[src/sv/pah_pkg.sv]
// ----------------------------------------------------------------------------
// Pitch-angle histogram package
// Shared types and constants for the pitch-angle histogram block.
// ----------------------------------------------------------------------------
package pah_pkg;

    localparam int FIELD_W  = 32;
    localparam int WEIGHT_W = 32;
    localparam int VALUE_W  = 48;
    localparam int COS_W    = 15;
    localparam int QUO_W    = 16;
    localparam int CFG_W    = 16;

    localparam logic [1:0] OP_SAMPLE = 2'd0;
    localparam logic [1:0] OP_READ   = 2'd1;
    localparam logic [1:0] OP_CLEAR  = 2'd2;

    localparam logic [1:0] REG_COS_MIN     = 2'd0;
    localparam logic [1:0] REG_BIN_WIDTH   = 2'd1;
    localparam logic [1:0] REG_BINS_IN_USE = 2'd2;

    localparam logic [15:0] COS_MIN_RESET     = 16'hC000;
    localparam logic [15:0] BIN_WIDTH_RESET   = 16'd164;
    localparam logic [8:0]  BINS_IN_USE_RESET = 9'd200;

    typedef struct packed {
        logic             zero;
        logic             negative;
        logic [COS_W-1:0] mag;
    } cos_result_t;

endpackage

[src/sv/pah_div.sv]
// ----------------------------------------------------------------------------
// Serial divider
// Restoring division, one quotient bit per cycle.
// ----------------------------------------------------------------------------
module pah_div (
    input  logic                      clk,
    input  logic                      rst_n,
    input  logic                      start,
    input  logic [pah_pkg::QUO_W-1:0] dividend,
    input  logic [pah_pkg::QUO_W-1:0] divisor,
    output logic                      done,
    output logic [pah_pkg::QUO_W-1:0] quotient
);

    localparam int QW = pah_pkg::QUO_W;

    logic                  busy_reg, busy_next;
    logic                  done_reg, done_next;
    logic [$clog2(QW)-1:0] cnt_reg, cnt_next;
    logic [QW-1:0]         rem_reg, rem_next;
    logic [QW-1:0]         quo_reg, quo_next;
    logic [QW-1:0]         dvs_reg, dvs_next;
    logic [QW:0]           trial;
    logic                  fits;

    assign trial = {rem_reg, quo_reg[QW-1]};
    assign fits  = trial >= {1'b0, dvs_reg};

    always_comb
    begin
        busy_next = busy_reg;
        done_next = 1'b0;
        cnt_next  = cnt_reg;
        rem_next  = rem_reg;
        quo_next  = quo_reg;
        dvs_next  = dvs_reg;
        if (start)
        begin
            busy_next = 1'b1;
            cnt_next  = '0;
            rem_next  = '0;
            quo_next  = dividend;
            dvs_next  = divisor;
        end
        else if (busy_reg)
        begin
            rem_next = fits ? QW'(trial - {1'b0, dvs_reg}) : trial[QW-1:0];
            quo_next = {quo_reg[QW-2:0], fits};
            cnt_next = cnt_reg + 1'b1;
            if (cnt_reg == $clog2(QW)'(QW - 1))
            begin
                busy_next = 1'b0;
                done_next = 1'b1;
            end
        end
    end

    always_ff @(posedge clk or negedge rst_n)
    begin
        if (!rst_n)
        begin
            busy_reg <= 1'b0;
            done_reg <= 1'b0;
            cnt_reg  <= '0;
        end
        else
        begin
            busy_reg <= busy_next;
            done_reg <= done_next;
            cnt_reg  <= cnt_next;
        end
    end

    always_ff @(posedge clk)
    begin
        rem_reg <= rem_next;
        quo_reg <= quo_next;
        dvs_reg <= dvs_next;
    end

    assign done     = done_reg;
    assign quotient = quo_reg;

endmodule

[config.mk]
export PLATFORM = sky130hd
export DESIGN_NAME = pah_div
export DESIGN_NICKNAME = d
export VERILOG_FILES = /design/src/sv/pah_pkg.sv /design/src/sv/pah_div.sv
export SDC_FILE = /design/constraint.sdc
export NUM_CORES = 1
export LEC_CHECK = 0
export BUFFER_PORTS_ARGS = -buffer_cell sky130_fd_sc_hd__buf_2
export CELL_PAD_IN_SITES_DETAIL_PLACEMENT = 1
export CELL_PAD_IN_SITES_GLOBAL_PLACEMENT = 2
export CORE_UTILIZATION = 36
export DETAILED_ROUTE_END_ITERATION = 8
export PLACE_DENSITY = 0.8
export SETUP_SLACK_MARGIN = 0.1
export SLEW_MARGIN = 30
export SYNTH_ARGS = -nofsm -noshare
export SYNTH_HDL_FRONTEND = slang
export SYNTH_SLANG_ARGS = --single-unit
[constraint.sdc]
create_clock -name clk -period 2.9 [get_ports clk]
set_input_delay 0.145 -clock clk [delete_from_list [all_inputs] [get_ports clk]]
set_output_delay 0.145 -clock clk [all_outputs]
set_load 0.03 [all_outputs]
==> metrics.txt, run 1 <==
status=finished clean; Post-DRT Antenna Nets=0; Synth Area in Compound Gates=13.3%; MaxCap Viol Count=0; Root Driver=clkbuf_8; peak supply drop=0.279 mV; final setup fails=0; DRC viols=0; port buffer count=51; first-pass GRT wire length=11300 µm; Fin Hold WS=0.0138 ns; synth top area cells=edfxtp_1, dfxtp_1, ha_1, mux2_2, dfrtp_1; PD cells=816 nW/µm²; Worst path top cell family by delay=compound AO/OA/AOI/OAI gates; drt total wl=6710 µm; Min-Delay Endpoint=dvs_reg[10]; Final Hold Viols=0; Sink Count=54; Syn Nets=327; # IOs=52; area share of and/or/nand/nor cells after synthesis=10.7%; total track usage=16.8%; final-layout fill cell count=889; Syn Inst Count=274; Wirelength per Cell=15.0 µm; worst path cell trace=inv_1 > ha_1 > o211ai_2 > a21oi_2 > o211ai_2 > o211ai_2 > a21o_1 > buf_4 > mux2i_1 > o21ai_1; FMAX=396 MHz; Clock Skew=0.00973 ns; r2r setup slk=0.37 ns; initial antenna violation count=0; Num CTS Buffers=5; final design utilization=46.1%; WP data required=3.10 ns; Die Width=93.0 µm; Worst-path clk slew=0.10 ns; Final Cycle Share=87.2%; area grow syn2layout=21.4%; Worst slew margin=61.9%; hold depth=1; total grt overflow=0; largest net degree at the start of global routing=21; Buf/Inv on CP=2; vias per cell=4.95; post-synthesis mux area share=11.3%; peak fanout along the critical path=15; routed vias=2212; Leak=1.58 nW; critical path data arrival time=2.73 ns; xor/xnor share of the synthesized area=4.70%; critical path depth in cells=10; CP dominant cell by count=o211ai_2; Slew Viols, Final=0; share of layout cells above drive strength 1=25.8%; Post-Syn Area=2980 µm²; total inserted antenna cells=0; post-CTS setup buffer count=0; Row Count=32; unrepaired setup endpoints after global routing=no; post-synthesis cell type count=43; worst-margin pin slew=0.572 ns; Reg-to-Reg Start=dvs_reg[3]; CTS tree=yes; asr flop ratio synth=11.1%; max incr delay on CP=0.38 ns; Mean Syn Cell Area=10.9 µm²; top cell type's share of synthesized area=32.2%; vias in the first global route=2412; Longest Clk Path Bufs=2; hold path start=divisor[10]; Core Region=7850 µm²; GP Congestion=0.816; Tmin final=2.53 ns; Synth Area in Adders=7.81%; largest family of logic cells by synthesized area=compound AO/OA/AOI/OAI gates; setup_tns=0 ns; FF-to-FF End=rem_reg[12]; clock latency on the worst-skew pair=0.32 ns; critical path's slowest cell=ha_1; critical path type=reg2reg; crit path capture type=register; die height=93.0 µm; H-Tree Depth=2; HPWL after detailed placement=5110 µm; Starting Density=38.0%; Worst Hold Class=in2reg; post-synth top area cell=edfxtp_1; sequential area share after synthesis=48.0%; r2r worst-path depth=10; DIE AREA=8650 µm²; DRT iter0 DRCs=62; synthesis-stage register bit count=54; drt pass-1 iters=4; Yosys warnings=0; nets=397; ys flop type=edfxtp_1; Post-synth EDFFs=32; Setup crit start kind=register
-- cell families (layout without fill, tap and decap cells) --
family | after synthesis | after routing
xor+xnor | 16 | 16
compound gates | 57 | 57
flops | 54 | 54
mux | 31 | 31
fa+ha+maj | 18 | 18
simple gates | 69 | 69
buf+inv | 29 | 100
-- cell usage after synthesis, types with 2 or more instances --
cell type,number
edfxtp_1,32
nand2_1,22
nor2_1,22
inv_1,20
ha_1,17
dfxtp_1,16
mux2_2,16
mux2i_1,14
a21oi_1,12
o21ai_0,10
xnor2_1,8
xor2_1,8
a211oi_1,7
dfrtp_1,6
o21ai_1,6
nand2b_1,5
nand3_1,5
clkbuf_1,4
nor2b_1,4
o211ai_2,4
a21o_1,3
a21oi_2,3
nand4_1,3
buf_1,2
buf_6,2
nor3_1,2
o211ai_1,2
o221ai_1,2
o31ai_1,2
or3_1,2
-- per-stage QoR --
| stage | total power, mW | instance area [µm²] | instances | setup slack (ns) |
|---|---|---|---|---|
| after CTS | 2.98 | 3580 | 443 | 0.357 |
| after global placement | 2.42 | 3360 | 424 | 0.440 |
| after floorplan | 2.14 | 2980 | 274 | 0.608 |
| after global routing | 3.16 | 3620 | 447 | 0.175 |
| final | 2.95 | 3620 | 447 | 0.372 |
| after detailed placement | 2.44 | 3360 | 424 | 0.380 |
-- layout by cell type (no fill, tap or decap), types with 3 or more instances in the layout --
| cell | Yosys | layout |
|---|---|---|
| a211oi_1 | 7 | 7 |
| a21o_1 | 3 | 3 |
| a21oi_1 | 12 | 12 |
| a21oi_2 | 3 | 3 |
| buf_2 | 1 | 51 |
| buf_4 | 0 | 6 |
| clkbuf_8 | 0 | 5 |
| dfrtp_1 | 6 | 6 |
| dfxtp_1 | 16 | 16 |
| dlygate4sd3_1 | 0 | 15 |
| edfxtp_1 | 32 | 32 |
| ha_1 | 17 | 17 |
| inv_1 | 20 | 20 |
| mux2_2 | 16 | 16 |
| mux2i_1 | 14 | 14 |
| nand2_1 | 22 | 22 |
| nand2b_1 | 5 | 5 |
| nand3_1 | 5 | 5 |
| nand4_1 | 3 | 3 |
| nor2_1 | 22 | 22 |
| nor2b_1 | 4 | 4 |
| o211ai_2 | 4 | 4 |
| o21ai_0 | 10 | 10 |
| o21ai_1 | 6 | 6 |
| xnor2_1 | 8 | 8 |
| xor2_1 | 8 | 8 |
-- report_power, final --
| part | switching [mW] | internal, mW | leakage, nW | total [mW] |
|---|---|---|---|---|
| logic | 0.761 | 0.589 | 0.998 | 1.35 |
| registers | 0.107 | 0.971 | 0.534 | 1.08 |
| clock network | 0.267 | 0.258 | 0.0514 | 0.525 |
-- per-layer routing --
| metal | up-vias | part of all wire [%] | GRT usage (%) |
|---|---|---|---|
| met5 | - | 0 | 0 |
| met4 | 0 | 1.2 | 5.00 |
| met3 | 8 | 3.9 | 3.58 |
| met2 | 49 | 48 | 29.2 |
| met1 | 1033 | 47 | 20.8 |
| li1 | 1122 | - | - |
-- how the worst max path moves through the flow --
| stage | start | to | slack [ns] |
|---|---|---|---|
| after floorplan | quotient[15] | rem_reg[0] | 0.61 |
| after global placement | dvs_reg[3] | rem_reg[6] | 0.44 |
| after detailed placement | dvs_reg[3] | rem_reg[12] | 0.38 |
| after CTS | dvs_reg[3] | rem_reg[12] | 0.36 |
| after global routing | dvs_reg[3] | rem_reg[11] | 0.17 |
| final | dvs_reg[3] | rem_reg[12] | 0.37 |
-- cell type report --
cell class | count | area, µm² | share of cell area (%)
clock inverters | 2 | 37.5 | 1.04
clock buffers | 6 | 72.6 | 2.01
repair buffers | 72 | 450 | 12.4
multi-input cells | 191 | 1420 | 39.4
well taps | 102 | 128 | 3.53
inverters | 20 | 75.1 | 2.07
flip-flops and latches | 54 | 1430 | 39.6
-- what timing repair did --
action | in CTS | in global routing
resized for setup | 0 | 0
hold endpoints to repair | 16 | 4
hold buffers | 11 | 4
Power figures use the tool's default switching activity.
==> run 2: changes to the inputs <==
--- a/config.mk
+++ b/config.mk
@@ -5,13 +5,13 @@
 export SDC_FILE = /design/constraint.sdc
 export NUM_CORES = 1
 export LEC_CHECK = 0
-export BUFFER_PORTS_ARGS = -buffer_cell sky130_fd_sc_hd__buf_2
+export BUFFER_PORTS_ARGS = -buffer_cell sky130_fd_sc_hd__buf_4
 export CELL_PAD_IN_SITES_DETAIL_PLACEMENT = 1
 export CELL_PAD_IN_SITES_GLOBAL_PLACEMENT = 2
 export CORE_UTILIZATION = 36
 export DETAILED_ROUTE_END_ITERATION = 8
 export PLACE_DENSITY = 0.8
-export SETUP_SLACK_MARGIN = 0.1
+export SETUP_SLACK_MARGIN = 0.4
 export SLEW_MARGIN = 30
 export SYNTH_ARGS = -nofsm -noshare
 export SYNTH_HDL_FRONTEND = slang
==> metrics.txt, run 2 (synthesized netlist as in run 1, its figures left out) <==
# IOs=52 (unchanged); DIE AREA=8650 µm² (unchanged); vias per cell=5.01 (+1.2%); GP Congestion=0.728 (-11%); met1 global-route usage=21.7% (+0.89 points); critical path type=reg2reg; Tmin final=2.31 ns (-0.214 ns); vias in the first global route=2402 (-0.41%); die height=93.0 µm (unchanged); fin area=3820 µm² (+5.5%); area grow syn2layout=28.0%; Setup crit start kind=register; Leak=1.65 nW (+4.4%); total track usage=17.2% (+0.44 points); worst-margin pin slew=0.625 ns (+0.0533 ns); Worst Hold Class=in2reg; WP data required=2.98 ns (-0.12 ns); largest net degree at the start of global routing=48 (+130%); Longest Clk Path Bufs=2 (unchanged); share of layout cells above drive strength 1=27.9% (+2.1 points); port buffer count=51 (unchanged); critical path data arrival time=2.40 ns (-0.33 ns); Slew Viols, Final=0 (unchanged); drt total wl=6850 µm (+2.1%); Post-DP Area=3470 µm² (+3.4%); Core Region=7850 µm² (unchanged); Wirelength per Cell=15.1 µm (+0.75%); total grt overflow=0 (unchanged); commonest non-fill, non-tap cell in the layout=buf_4; GRT busiest layer=met2; routed vias=2268 (+2.5%); DRC viols=0 (unchanged); most frequent cells in the layout=buf_4, edfxtp_1, nor2_1, nand2_1, inv_1; met2 Resource Use GR=29.2% (+0.061 points); Placed Cells incl. Taps=422 (-0.47%); Num CTS Buffers=5 (unchanged); MaxCap Viol Count=0 (unchanged); setup_tns=0 ns (unchanged); Starting Density=38.0% (unchanged); Worst-path clk slew=0.11 ns (about the same); Final Cycle Share=79.8% (-7.4 points); FMAX=432 MHz (+9.3%); total inserted antenna cells=0 (unchanged); Sink Count=54 (unchanged); crit path capture type=register; peak supply drop=0.304 mV (+8.8%); PD cells=806 nW/µm² (-1.2%); CTS tree=yes; Finished Layout Cells=453 (+1.3%); clock latency on the worst-skew pair=0.32 ns (about the same); grt met3 use=4.39% (+0.81 points); final setup fails=0 (unchanged); H-Tree Depth=2 (unchanged); initial antenna violation count=0 (unchanged); Post-DRT Antenna Nets=0 (unchanged); Row Count=32 (unchanged); peak fanout along the critical path=9 (-6); nets=403 (+1.5%); final total power=3.08 mW (+4.1%); DRT iter0 DRCs=80 (+29%); Worst slew margin=58.3% (-3.6 points); unrepaired setup endpoints after global routing=no; Final Hold Viols=0 (unchanged); HPWL after detailed placement=4840 µm (-5.2%); first-pass GRT wire length=11600 µm (+2.4%); drt pass-1 iters=4 (unchanged); Fin Hold WS=0.121 ns (+0.107 ns); Root Driver=clkbuf_8; Die Width=93.0 µm (unchanged); Clock Skew=0.00474 ns (-0.00498 ns); status=finished clean
-- run 2: changes by cell type in the layout (fill, tap and decap cells not counted), sizes merged --
cell,delta
buf,+4
dlygate4sd3,+2
bufinv,-1
inv,+1
-- run 2: layout make-up --
type	instances	area (µm²)
clock inverter	2	16.3
clock buffer	6	82.6
inverter	20	75.1
multi-input combinational	191	1440
sequential	54	1430
timing repair buffer	78	641
fill	914	4030
tap	102	128
-- run 2: where the power goes --
group          switching (mW)  leakage (nW)  total [mW]  internal (mW)
registers               0.115         0.534        1.09          0.971
clock network           0.279        0.0478       0.476          0.198
logic                   0.798          1.07        1.51          0.715
-- run 2: per-layer routing --
metal  share of wire, %  wire (µm)  vias to the layer above
li1                   -          -                     1137
met1                 47       3190                     1077
met3                4.5        308                        6
met4               0.93         64                        0
met2                 48       3290                       48
met5                  0          0                        -
-- run 2: worst max-delay path, cell delays in order (launching register included) --
cell      delay (ns)
edfxtp_1        0.40
inv_1           0.07
ha_1            0.28
a21oi_1         0.18
nand2_1         0.11
o211ai_2        0.18
o211ai_2        0.12
a21o_4          0.29
buf_4           0.17
mux2_2          0.25
-- run 2: final timing paths --
path                             start           to  slack (ns)  cells after the start
setup / recovery            dvs_reg[6]  quotient[0]        0.59                      9
hold / removal             dividend[7]  quotient[7]        0.12                      2
setup reg to reg            dvs_reg[6]  quotient[0]        0.59                      9
hold reg to reg             rem_reg[4]   rem_reg[4]        0.48                      2
max in group asynchronous        rst_n   cnt_reg[3]        2.63                      2
min in group asynchronous        rst_n     busy_reg        0.16                      2
-- run 2: per-stage QoR --
step | setup slack, ns | util (%)
floorplan | 0.608 | -
global placement | 0.284 | 44.2
detailed placement | 0.262 | 44.2
CTS | 0.428 | 47.7
global route | 0.381 | 48.6
finish | 0.586 | 48.6
-- run 2: repair_timing --
item | 4_1_cts | 5_1_grt
endpoints found under the setup margin | 11 | 13
hold endpoints to repair | 22 | 0
resized for setup | 1 | 4
pin swaps | 0 | 2
gates cloned | 0 | 0
setup buffers | 0 | 6
hold buffers | 17 | 0
==> run 3: changes to the inputs <==
--- a/config.mk
+++ b/config.mk
@@ -8,9 +8,9 @@
 export BUFFER_PORTS_ARGS = -buffer_cell sky130_fd_sc_hd__buf_4
 export CELL_PAD_IN_SITES_DETAIL_PLACEMENT = 1
 export CELL_PAD_IN_SITES_GLOBAL_PLACEMENT = 2
-export CORE_UTILIZATION = 36
+export CORE_UTILIZATION = 32
 export DETAILED_ROUTE_END_ITERATION = 8
-export PLACE_DENSITY = 0.8
+export PLACE_DENSITY = 0.76
 export SETUP_SLACK_MARGIN = 0.4
 export SLEW_MARGIN = 30
 export SYNTH_ARGS = -nofsm -noshare
==> constraint.sdc (replaced) <==
create_clock -name clk -period 1.9 [get_ports clk]
set_input_delay 0.095 -clock clk [delete_from_list [all_inputs] [get_ports clk]]
set_output_delay 0.095 -clock clk [all_outputs]
set_load 0.03 [all_outputs]
==> metrics.txt, run 3 (synthesized netlist as in run 1, its figures left out) <==
GP Congestion=0.794 (+9.0%); nets=462 (+15%); Die Width=98.5 µm (+5.9%); area grow syn2layout=52.4%; Row Count=34 (+6.3%); DIE AREA=9700 µm² (+12%); worst-margin pin slew=0.544 ns (-0.0807 ns); Final Hold Viols=0 (unchanged); initial antenna violation count=0 (unchanged); clock latency on the worst-skew pair=0.32 ns (about the same); commonest non-fill, non-tap cell in the layout=buf_4; final setup fails=17 (+17); Worst Hold Class=in2reg; Worst-path clk slew=0.11 ns (about the same); drt total wl=8010 µm (+17%); largest net degree at the start of global routing=39 (-19%); Placed Cells incl. Taps=482 (+14%); crit path capture type=register; Slew Viols, Final=0 (unchanged); critical path type=reg2reg; critical path data arrival time=2.36 ns (-0.04 ns); first-pass GRT wire length=13300 µm (+15%); unrepaired setup endpoints after global routing=yes; total track usage=17.3% (+0.063 points); Worst slew margin=63.6% (+5.3 points); die height=98.5 µm (+5.9%); Final Cycle Share=114% (+34 points); post-route setup slack=-0.258 ns (-0.844 ns); H-Tree Depth=2 (unchanged); Core Region=8850 µm² (+13%); most frequent cells in the layout=buf_4, edfxtp_1, nor2_1; # IOs=52 (unchanged); total inserted antenna cells=0 (unchanged); total grt overflow=0 (unchanged); drt pass-1 iters=4 (unchanged); share of layout cells above drive strength 1=46.3% (+18 points); setup_tns=-3.66 ns (-3.66 ns); Setup crit start kind=register; vias per cell=4.88 (-2.4%); WP data required=2.10 ns (-0.88 ns); FMAX=463 MHz (+7.2%); Wirelength per Cell=15.5 µm (+2.2%); peak fanout along the critical path=7 (-2); status=finished, violations left; Post-DRT Antenna Nets=0 (unchanged); Num CTS Buffers=5 (unchanged); Tmin final=2.16 ns (-0.156 ns); HPWL after detailed placement=5680 µm (+17%); Leak=1.99 nW (+20%); Starting Density=33.7% (-4.3 points); DRC viols=0 (unchanged); vias in the first global route=2814 (+17%); Finished Layout Cells=518 (+14%); DRT iter0 DRCs=67 (-16%); Sink Count=54 (unchanged); MaxCap Viol Count=0 (unchanged); PD cells=1310 nW/µm² (+62%); peak supply drop=0.592 mV (+95%); routed vias=2530 (+12%); failing checks=setup timing; Root Driver=clkbuf_8; Longest Clk Path Bufs=2 (unchanged); port buffer count=51 (unchanged); Clock Skew=0.00678 ns (+0.00204 ns); CTS tree=yes
-- run 3: cell count changes in the layout (fill, tap and decap cells not counted), sizes merged --
cell / delta
buf: +59
bufinv: +1
clkbuf: -1
-- run 3: timing repair --
action,in CTS,in global routing
resized for setup,31,25
hold buffers,17,0
buffers inserted,8,3
endpoints found under the setup margin,17,17
endpoints found under the hold margin,22,0
pin swaps,19,21
-- run 3: final cells by class --
| type | instances | area, µm² |
|---|---|---|
| clock buffer | 5 | 68.8 |
| clock inverter | 3 | 48.8 |
| fill | 961 | 4310 |
| inverter | 20 | 75.1 |
| multi-input combinational | 191 | 1670 |
| sequential | 54 | 1430 |
| tap | 108 | 135 |
| timing repair buffer | 137 | 1110 |
-- run 3: stage by stage --
step	util [%]	hold slack (ns)	worst slack (ns)	power, mW	instance area (µm²)
after floorplan	-	-0.201	-0.347	3.30	3000
after global placement	44.2	-0.0952	-0.383	4.45	3910
after detailed placement	44.2	-0.0948	-0.438	4.49	3910
after CTS	49.9	0.0593	-0.271	5.74	4420
after global routing	51.3	0.0571	-0.355	6.34	4540
final	51.3	0.0720	-0.258	5.94	4540
-- run 3: power breakdown --
| part | switching [mW] | internal, mW | total, mW | leakage [nW] |
|---|---|---|---|---|
| clock network | 0.430 | 0.402 | 0.832 | 0.0563 |
| logic | 1.60 | 1.85 | 3.46 | 1.40 |
| registers | 0.169 | 1.48 | 1.65 | 0.534 |
| total | 2.20 | 3.74 | 5.94 | 1.99 |
-- run 3: worst max-delay path: stages (launching register included) --
cell,delay [ns]
edfxtp_1,0.36
inv_2,0.05
ha_4,0.28
buf_6,0.09
nand4_1,0.15
nor4_1,0.32
nand2_1,0.11
nand2_2,0.09
a21o_4,0.14
buf_12,0.13
mux2i_1,0.23
o21ai_1,0.08
-- run 3: final timing paths --
check / startpoint / cells after the start / end / slack [ns]
worst min-delay path: dividend[11] / 2 / quotient[11] / 0.07
worst max-delay path: dvs_reg[6] / 11 / rem_reg[12] / -0.26
worst min register to register: rem_reg[0] / 2 / rem_reg[0] / 0.56
max in group asynchronous: rst_n / 2 / busy_reg / 1.67
min in group asynchronous: rst_n / 2 / cnt_reg[1] / 0.12
worst max register to register: dvs_reg[6] / 11 / rem_reg[12] / -0.26
-- run 3: metal layers --
metal	share of wire (%)	GRT usage [%]	up-vias	wire length, µm
met5	0	0	-	0
met4	1.2	4.71	0	95
met3	3.5	3.48	8	283
met2	53	31.8	47	4210
met1	43	20.4	1226	3420
li1	-	-	1249	-
